<file path="src/hw/rtl/htfc_pkg.sv">
// shared types, constants and crc helper for the humidity/temperature frame converter
// no dependencies
`default_nettype none

package htfc_pkg;

  localparam int CrcW    = 8;
  localparam int DataW   = 8;
  localparam int CmdW    = 2;
  localparam int RawW    = 16;
  localparam int ValueW  = 17;
  localparam int ProdW   = 31;
  localparam int DiffW   = 32;
  localparam int MagHiW  = 14;
  localparam int QuotW   = 11;
  localparam int RecipW  = 16;

  localparam logic [CrcW-1:0] CrcPoly = 8'h31;
  localparam logic [CrcW-1:0] CrcInit = 8'h00;

  // command codes
  localparam logic [CmdW-1:0] CmdTemp  = 2'd0;
  localparam logic [CmdW-1:0] CmdHumid = 2'd1;

  // scaling constants: hundredths of a unit for temperature, tenths for humidity
  localparam logic [14:0]      TempCoef    = 15'd17572;
  localparam logic [14:0]      HumidCoef   = 15'd1250;
  localparam logic [DiffW-1:0] TempOffset  = 32'd307036160; // 4685 * 65536
  localparam logic [DiffW-1:0] HumidOffset = 32'd3932160;   // 60 * 65536
  // floor(x / 10) = (x * 52429) >> 19, exact for x below 2^18
  localparam logic [RecipW-1:0] RecipTen   = 16'd52429;
  localparam int               RecipShift  = 19;

  typedef enum logic [1:0] {
    KIND_TEMP,
    KIND_HUMID,
    KIND_RAW
  } kind_t;

  typedef struct packed {
    logic             crc_err;
    kind_t            kind;
    logic [RawW-1:0]  raw;
  } frame_info_t;

  function automatic logic [CrcW-1:0] crc8_byte(input logic [CrcW-1:0] crc_in,
                                                input logic [DataW-1:0] b);
    logic [CrcW-1:0] c;
    c = crc_in ^ b;
    for (int k = 0; k < 8; k++) begin
      if (c[CrcW-1]) begin
        c = {c[CrcW-2:0], 1'b0} ^ CrcPoly;
      end else begin
        c = {c[CrcW-2:0], 1'b0};
      end
    end
    return c;
  endfunction

endpackage

`default_nettype wire

</file>
<file path="src/hw/rtl/humidity_temperature_frame_convert_core.sv">
// top level of the humidity/temperature frame converter: four register stages
// depends on htfc_pkg and htfc_crc_check
`default_nettype none

// One sensor reply frame is taken per clock: a request is accepted whenever start is
// high, since busy is always low. The result appears on the out_ ports for one cycle,
// marked by out_valid; the receiver cannot stall it. Latency is set by the input
// register, the scaling multiplier, the magnitude/shift stage and the divide-by-ten
// reciprocal multiplier, each followed by a register. A crc mismatch gives
// out_crc_error high and out_value zero.
module humidity_temperature_frame_convert_core
  import htfc_pkg::*;
(
  input  wire logic                     clk,
  input  wire logic                     rst_n,
  input  wire logic                     start,
  output logic                          busy,
  input  wire logic [CmdW-1:0]          in_command,
  input  wire logic [DataW-1:0]         in_data_high,
  input  wire logic [DataW-1:0]         in_data_low,
  input  wire logic [CrcW-1:0]          in_checksum,
  output logic                          out_valid,
  output logic signed [ValueW-1:0]      out_value,
  output logic                          out_crc_error
);

  // ---------------------------------------------------------------------------
  // stage 0: input register
  // ---------------------------------------------------------------------------
  logic              v0_r;
  logic [CmdW-1:0]   cmd0_r;
  logic [DataW-1:0]  hi0_r;
  logic [DataW-1:0]  lo0_r;
  logic [CrcW-1:0]   chk0_r;

  // never stalls, a new request every cycle
  assign busy = 1'b0;

  always_ff @(posedge clk) begin
    if (!rst_n) begin
      v0_r <= 1'b0;
    end else begin
      v0_r <= start & ~busy;
    end
  end

  always_ff @(posedge clk) begin
    cmd0_r <= in_command;
    hi0_r  <= in_data_high;
    lo0_r  <= in_data_low;
    chk0_r <= in_checksum;
  end

  // ---------------------------------------------------------------------------
  // stage 1: crc check, command decode, scale multiply
  // ---------------------------------------------------------------------------
  logic           crc_err0;
  frame_info_t    info1_nxt;
  logic [14:0]    coef;
  logic [ProdW-1:0] prod1_nxt;

  htfc_crc_check u_crc (
    .data_high (hi0_r),
    .data_low  (lo0_r),
    .checksum  (chk0_r),
    .crc_error (crc_err0)
  );

  always_comb begin
    info1_nxt.crc_err = crc_err0;
    info1_nxt.raw     = {hi0_r, lo0_r};
    case (cmd0_r)
      CmdTemp:  info1_nxt.kind = KIND_TEMP;
      CmdHumid: info1_nxt.kind = KIND_HUMID;
      default:  info1_nxt.kind = KIND_RAW;    // unused code falls back to raw
    endcase
    // one shared multiplier, coefficient picked by kind
    coef      = (info1_nxt.kind == KIND_TEMP) ? TempCoef : HumidCoef;
    prod1_nxt = ProdW'(info1_nxt.raw) * ProdW'(coef);
  end

  logic             v1_r;
  frame_info_t      info1_r;
  logic [ProdW-1:0] prod1_r;

  always_ff @(posedge clk) begin
    if (!rst_n) begin
      v1_r <= 1'b0;
    end else begin
      v1_r <= v0_r;
    end
  end

  always_ff @(posedge clk) begin
    info1_r <= info1_nxt;
    prod1_r <= prod1_nxt;
  end

  // ---------------------------------------------------------------------------
  // stage 2: subtract offset, take magnitude, drop the 2^16 factor
  // truncation toward zero is done on the magnitude, sign put back later
  // ---------------------------------------------------------------------------
  logic signed [DiffW-1:0] diff;
  logic [DiffW-1:0]        mag;
  logic                    neg2_nxt;
  logic [MagHiW-1:0]       x2_nxt;

  always_comb begin
    diff = signed'({1'b0, prod1_r})
         - signed'((info1_r.kind == KIND_TEMP) ? TempOffset : HumidOffset);
    neg2_nxt = diff[DiffW-1];
    mag      = neg2_nxt ? DiffW'(-diff) : DiffW'(diff);
    // magnitude stays below 2^30
    x2_nxt   = mag[16 +: MagHiW];
  end

  logic              v2_r;
  frame_info_t       info2_r;
  logic              neg2_r;
  logic [MagHiW-1:0] x2_r;

  always_ff @(posedge clk) begin
    if (!rst_n) begin
      v2_r <= 1'b0;
    end else begin
      v2_r <= v1_r;
    end
  end

  always_ff @(posedge clk) begin
    info2_r <= info1_r;
    neg2_r  <= neg2_nxt;
    x2_r    <= x2_nxt;
  end

  // ---------------------------------------------------------------------------
  // stage 3: divide by ten for temperature, sign, error and kind select
  // ---------------------------------------------------------------------------
  logic [MagHiW+RecipW-1:0]  recip_prod;
  logic [QuotW-1:0]          quot;
  logic signed [ValueW-1:0]  mag_val;
  logic signed [ValueW-1:0]  value_nxt;

  always_comb begin
    recip_prod = (MagHiW+RecipW)'(x2_r) * (MagHiW+RecipW)'(RecipTen);
    if (info2_r.kind == KIND_TEMP) begin
      quot = recip_prod[RecipShift +: QuotW];
    end else begin
      quot = x2_r[QuotW-1:0];
    end
    mag_val = signed'(ValueW'(quot));
    if (info2_r.crc_err) begin
      value_nxt = '0;
    end else if (info2_r.kind == KIND_RAW) begin
      value_nxt = signed'(ValueW'(info2_r.raw));
    end else begin
      value_nxt = neg2_r ? -mag_val : mag_val;
    end
  end

  logic                     out_valid_r;
  logic signed [ValueW-1:0] out_value_r;
  logic                     out_crc_error_r;

  always_ff @(posedge clk) begin
    if (!rst_n) begin
      out_valid_r <= 1'b0;
    end else begin
      out_valid_r <= v2_r;
    end
  end

  always_ff @(posedge clk) begin
    out_value_r     <= value_nxt;
    out_crc_error_r <= info2_r.crc_err;
  end

  assign out_valid     = out_valid_r;
  assign out_value     = out_value_r;
  assign out_crc_error = out_crc_error_r;

  // ---------------------------------------------------------------------------
  // assertions
  // ---------------------------------------------------------------------------
  // every accepted request is followed by a result strobe on out_valid
  a_latency: assert property (@(posedge clk) disable iff (!rst_n)
    (start && !busy) |-> ##4 out_valid)
    else $error("request did not produce a result after four cycles");

  // no result without a matching earlier request
  a_no_spurious: assert property (@(posedge clk) disable iff (!rst_n)
    out_valid |-> $past(start && !busy, 4))
    else $error("result strobe without a matching request");

  // a failed check always reports zero
  a_err_zero: assert property (@(posedge clk) disable iff (!rst_n)
    (out_valid && out_crc_error) |-> (out_value == '0))
    else $error("crc error with nonzero value");

  // results never fall below the converted range
  a_value_floor: assert property (@(posedge clk) disable iff (!rst_n)
    out_valid |-> (out_value >= -17'sd469))
    else $error("value below the converted range");

endmodule

`default_nettype wire

</file>
<file path="src/hw/rtl/htfc_crc_check.sv">
// crc-8 check over the two data bytes against the received checksum
// depends on htfc_pkg
`default_nettype none

module htfc_crc_check
  import htfc_pkg::*;
(
  input  wire logic [DataW-1:0] data_high,
  input  wire logic [DataW-1:0] data_low,
  input  wire logic [CrcW-1:0]  checksum,
  output logic                  crc_error
);

  logic [CrcW-1:0] crc_hi;
  logic [CrcW-1:0] crc_full;

  // high byte first
  assign crc_hi    = crc8_byte(CrcInit, data_high);
  assign crc_full  = crc8_byte(crc_hi, data_low);
  assign crc_error = (crc_full != checksum);

endmodule

`default_nettype wire
</file>
<file path="config.mk">
export PLATFORM = sky130hd
export DESIGN_NAME = humidity_temperature_frame_convert_core
export DESIGN_NICKNAME = d
export VERILOG_FILES = /design/src/hw/rtl/htfc_pkg.sv /design/src/hw/rtl/humidity_temperature_frame_convert_core.sv /design/src/hw/rtl/htfc_crc_check.sv
export SDC_FILE = /design/constraint.sdc
export NUM_CORES = 1
export LEC_CHECK = 0
export ABC_AREA = 1
export BUFFER_PORTS_ARGS = -buffer_cell sky130_fd_sc_hd__buf_2
export CORE_ASPECT_RATIO = 0.75
export CORE_UTILIZATION = 55
export DETAILED_ROUTE_END_ITERATION = 6
export PLACE_DENSITY_LB_ADDON = 0.08
export SYNTH_ARGS = -nofsm -noshare
export SYNTH_HDL_FRONTEND = slang
export SYNTH_SLANG_ARGS = --single-unit
</file>
<file path="constraint.sdc">
create_clock -name clk -period 9.4 [get_ports clk]
set_input_delay 1.88 -clock clk [delete_from_list [all_inputs] [get_ports clk]]
set_output_delay 1.88 -clock clk [all_outputs]
set_load 0.03 [all_outputs]
</file>
[Word-level counts from Yosys, hierarchy flattened]
Index checks and enable logic that the tools add are counted.
Cells by class
  equal/unequal tests: 3
  multiplexer cells: 23
  $mul: 2
  bitwise operators: 18
  add/sub/neg operators: 3
  reduce and logical (&&, ||, !) cells: 5
Operator list (count)
  $mux W6: 16
  $not A3 Y3: 16
  $mux W16: 2
  $sub A31 B29 Y32: 1
  $mul A16 B15 Y31: 1
  $mul A14 B16 Y30 const B: 1
  $mux W30: 1
  $neg A30 Y30: 1
  $mux W29: 1
  $neg A11 Y17: 1
  $mux W15: 1
  $mux W11: 1
  $logic_not A2 Y1: 4
  $ne A8 B8 Y1: 1
  $xor A8 B8 Y8: 1
  $pmux W2 S2: 1
  $reduce_or A3 Y1: 1
  $eq A2 B1 Y1 const B: 1
  $eq A2 B2 Y1 const B: 1
  $not A1 Y1: 1
Storage, ports and cells
  output and inout bits: 20
  bits in registers: 132
  input bits: 29
  word-level logic and storage cells: 74

[Logic depth before layout (Yosys ltp)]
  depth after elaboration: 34
  depth in mapped cells: 35
  depth with buffers taken out: 35

[By module]
A second synthesis with hierarchy kept.
Unflattened totals
  cell total of the unflattened synthesis: 1678
  area, all modules: 13287.7 um^2
Modules (own cells, without submodules)
  humidity_temperature_frame_convert_core: cells an instance 1488, instances 1, area an instance 12400.6 um^2, seq. area each 2622.5 um^2
  htfc_crc_check: cells an instance 190, instances 1, area an instance 887.1 um^2, seq. area each 0.0 um^2

[Worst setup path before layout]
OpenSTA, ideal clock, no wires.
  path kind: register to register
  from: register x2_r[12]
  to: register out_value_r[12], in the netlist out_value[12]
  buffers on the path: 0
  required time: 9.272 ns
  library setup time: 0.128 ns
  period minus slack after synthesis: 5.450 ns
  arrival: 5.323 ns
  path slack: 3.950 ns
  cell stages (with the launch flop): 31
  path through: dfxtp_1 > inv_1 > ha_1 > fa_1 > fa_1 > fa_1 > inv_1 > fa_1 > inv_1 > fa_1 > inv_1 > ha_1 > nand2_1 > inv_1 > nand2_1 > nand2_1 > nand2_1 > nand2_1 > inv_1 > nand2_1 > nand2_1 > nand3_1 > o21ai_0 > ha_1 > inv_1 > nor2_1 > nand2_1 > nor2_1 > nand2_1 > o21ai_0 > nand2_1
Between the ends
  word-level cells in the longest chain between the ends: 5
Ends and longest elaborated chain
  start, declared: RTL line humidity_temperature_frame_convert_core.sv:120  | logic [MagHiW-1:0] x2_r;
  start signal, assigned: RTL line humidity_temperature_frame_convert_core.sv:133  | x2_r <= x2_nxt;
  $mul A14 B16 Y30: RTL line humidity_temperature_frame_convert_core.sv:145  | recip_prod = (MagHiW+RecipW)'(x2_r) * (MagHiW+RecipW)'(RecipTen);
  $mux W11: RTL line humidity_temperature_frame_convert_core.sv:146  | if (info2_r.kind == KIND_TEMP) begin
  $neg A11 Y17: RTL line humidity_temperature_frame_convert_core.sv:157  | value_nxt = neg2_r ? -mag_val : mag_val;
  $mux W16: RTL line humidity_temperature_frame_convert_core.sv:157
  $mux W16: RTL line humidity_temperature_frame_convert_core.sv:154  | end else if (info2_r.kind == KIND_RAW) begin
  end signal, assigned: RTL line humidity_temperature_frame_convert_core.sv:174  | out_value_r <= value_nxt;
  end, declared: RTL line humidity_temperature_frame_convert_core.sv:162  | logic signed [ValueW-1:0] out_value_r;
Every way passes these cells.
A chain may end at the register's enable or synchronous reset.

[Final worst setup path]
  from: register x2_r[8]
  to: register out_value_r[14], in the netlist out_value[14]
Between the ends
  word-level cells in the longest chain between the ends: 5
Ends and longest elaborated chain (RTL line)
  $mul A14 B16 Y30: humidity_temperature_frame_convert_core.sv:145
  $mux W11 (*): humidity_temperature_frame_convert_core.sv:146
  $neg A11 Y17 (*): humidity_temperature_frame_convert_core.sv:157
  $mux W16 (*): humidity_temperature_frame_convert_core.sv:157
  $mux W16 (*): humidity_temperature_frame_convert_core.sv:154
Every way passes the cells marked *; elsewhere a longest branch is shown, timed or not.

==> results by group <==
Synth
  • Count of cell types in the netlist: 46
  • Ys Warns: 0
  • Synth Area per Inst: between 8 and 9 sq um
  • Mapped Cells: 1,610
  • Sequential-to-total area share from yosys stat: 0.203
  • FF+latch count, synth: 131
  • Syn Std Cell Area: approximately 13,000 sq um

Setup path
  • CP Max Fanout: 6
  • CP Launch Type: flop
  • Family with the most delay on the worst path: adder cells
  • WS Path Type: reg2reg
  • Crit path DAT: 6.68 ns
  • Critical Path RT: ~9.7 ns
  • WP buf/inv: 6
  • R2R Setup Slk: 3.00 ns
  • Slowest CP cell: dfxtp_1
  • CP max stage delay: 0.62 ns
  • Critical Path Sink Type: flop

Detailed routing
  • Vias: 10,000
  • Post-route DRC: 15
  • TritonRoute pass-1 iters: 7
  • WL/cell: between 15 and 20 um
  • Total wire length: between 30,000 and 40,000 um
  • Vias per std cell: between 5 and 6
  • Antenna viol nets, final: 0
  • DR iter-0 viols: 774

Floorplan
  • Chip Height: 135 um
  • Row cnt: 48
  • Starting density of the core: 0.561
  • Total die area: 24,200 sq um
  • Die X: about 180 um
  • Ports: a little under 50
  • Core area: 23,100 sq um

Global route
  • Grt ovf: 0
  • Vias in the first global route: around 9,500
  • First-pass GRT wire length: 50,000 um
  • Largest net degree at the start of global routing: 19
  • Initial antenna violation count: 0
  • GRT Total Usage: 0.274

Timing
  • Post-route setup TNS: 0 ns
  • Final setup vio count: 0
  • Slew Limit Fails: 0
  • Worst-margin pin slew: around 0.64 ns
  • Slew margin rel.: 0.568
  • RSZ-0062 raised after global routing: no
  • Final worst-path cycle share: 0.681
  • Final number of hold-violating endpoints: 0
  • Final min period: 6.40 ns
  • Skew final: 0.0122 ns
  • FMAX: between 150 and 200 MHz
  • Hold WS: 0.324 ns

Final layout
  • Post-Layout Cell Count: around 2,000
  • Final net count: 2,063
  • Multi-input logic area: 9080 sq um
  • FF/Latch Area: 2620 sq um
  • Layout area overhead: 9.61%
  • Layout cells sized above 1: 0.0654
  • Fillers: 2,075
  • Diode count: 0
  • Final instance area: 14,200 sq um

Status
  • Failing checks: DRC
  • Status: complete, but fails checks

Clocking
  • Setup Buffers After CTS: 0
  • Post-CTS sizing: 0
  • CTS root buf: clkbuf_16
  • Clock tree buffer depth: 2
  • Clock sink count: between 100 and 150
  • H-tree levels: 4
  • Hold buffers post-CTS: 0
  • TritonCTS Buffers: 17
  • Clk Latency, worst-skew pair: 0.42 ns
  • Reg clk slew, reported paths: 0.06 ns
  • CTS tree: built

Place
  • Post-DP Area: 13,600 sq um
  • GPL Wtd Cong: 0.962
  • Dpl hpwl: 26,800 um
  • Placed cells: a little under 2,000
  • Input/output buffers: 47

Worst hold path
  • Hold Crit Class: reg2reg

Flow run
  • Max cap viols: 0
cell type report:
| cell class | count | area share |
|---|---|---|
| Multi-Input combinational cell | 1148 | 0.640 |
| Sequential cell | 131 | 0.185 |
| Inverter | 338 | 0.0894 |
| Clock buffer | 17 | 0.0300 |
| Tap cell | 300 | 0.0265 |
| Timing Repair Buffer | 49 | 0.0176 |
| Clock inverter | 15 | 0.0120 |
cells in the mapped netlist (all sizes together):
master,count,area share
a221oi,1,0.00068
o2111a,1,0.00087
a21oi,49,0.019
o31ai,1,0.00058
ha,238,0.23
a21o,3,0.0017
o2111ai,1,0.00068
nand2,346,0.10
nor3b,2,0.0012
o21bai,4,0.0023
o21a,4,0.0023
buf,2,0.00087
conb,1,0.00029
o221ai,2,0.0014
nor3,9,0.0035
nand4,18,0.0087
or2,21,0.010
inv,336,0.097
nand3,67,0.026
o211ai,2,0.0012
nor4,1,0.00048
xor2,54,0.038
a21boi,2,0.0012
and2,2,0.00097
nand2b,1,0.00048
fa,111,0.17
xnor2,26,0.019
a211oi,1,0.00058
a31oi,4,0.0019
o21ai,32,0.013
nand3b,1,0.00087
clkbuf,6,0.0017
clkinv,2,0.00058
dfxtp,131,0.20
o41ai,1,0.00068
nor2,127,0.037
cell usage in the layout, fill, tap and decap left out, drive strengths merged, types with 16 or more instances in the layout:
master    n
inv     343
nand3    67
or2      21
o21ai    32
xnor2    26
nand2   346
ha      238
a21oi    49
conb     16
clkbuf   17
nand4    18
buf      49
nor2    127
fa      111
xor2     54
dfxtp   131
registers in the layout, summed over array words and instances, names as in the netlist, 2 cells and up:
| name | count |
|---|---|
| prod1_r | 30 |
| x2_r | 14 |
| hi0_r | 8 |
| chk0_r | 8 |
| out_value | 17 |
| info1_r | 19 |
| lo0_r | 8 |
| cmd0_r | 2 |
| info2_r | 19 |
final timing paths:
path | startpoint | end | cells after the start
setup / recovery | x2_r[8]$_DFF_P_ | out_value[14]$_SDFF_PP0_ | 27
hold / removal | info1_r[3]$_DFF_P_ | info2_r[3]$_DFF_P_ | 0
setup reg to reg | x2_r[8]$_DFF_P_ | out_value[14]$_SDFF_PP0_ | 27
hold reg to reg | info1_r[3]$_DFF_P_ | info2_r[3]$_DFF_P_ | 0
per-layer routing:
layer | share of wire | vias up | GRT usage
met1 | 0.55 | 4550 | 0.458
met4 | 0.0028 | 0 | 0.0373
met3 | 0.089 | 6 | 0.0732
met2 | 0.36 | 302 | 0.344
met5 | 0 | - | 0
li1 | - | 5147 | -
through the flow:
stage                     utilization  setup WS (ns)
after floorplan                     -           3.95
after global placement          0.589           3.09
after detailed placement        0.589           3.13
after CTS                       0.615           3.06
after global routing            0.615           2.47
final                           0.615           3.00
worst register-to-register path, stage by stage, from the launching register on:
cell	delay, ns
dfxtp_1	0.62
ha_1	0.34
inv_1	0.08
fa_1	0.50
fa_1	0.52
fa_1	0.55
inv_1	0.06
fa_1	0.51
inv_1	0.07
fa_1	0.49
inv_1	0.04
ha_1	0.31
nand2_1	0.10
nor2_1	0.22
nand2_1	0.11
inv_1	0.06
nand2_1	0.06
nand3_1	0.07
nand3_1	0.07
o21ai_0	0.23
ha_1	0.24
inv_1	0.05
nor2_1	0.10
nand2_1	0.11
nor2_1	0.16
nand2_1	0.11
o21ai_0	0.34
nand2_1	0.15
cells by family after synthesis:
group	count (synthesis)	share of synthesized area
simple gates	595	0.190
fa+ha+maj	349	0.402
buf+inv	346	0.101
flops	131	0.203
compound gates	108	0.0477
xor+xnor	80	0.0570
other cells	1	0.000290
Power is not shown: default switching activity piles up to over one toggle a cycle in this logic, so the estimate is an artifact.
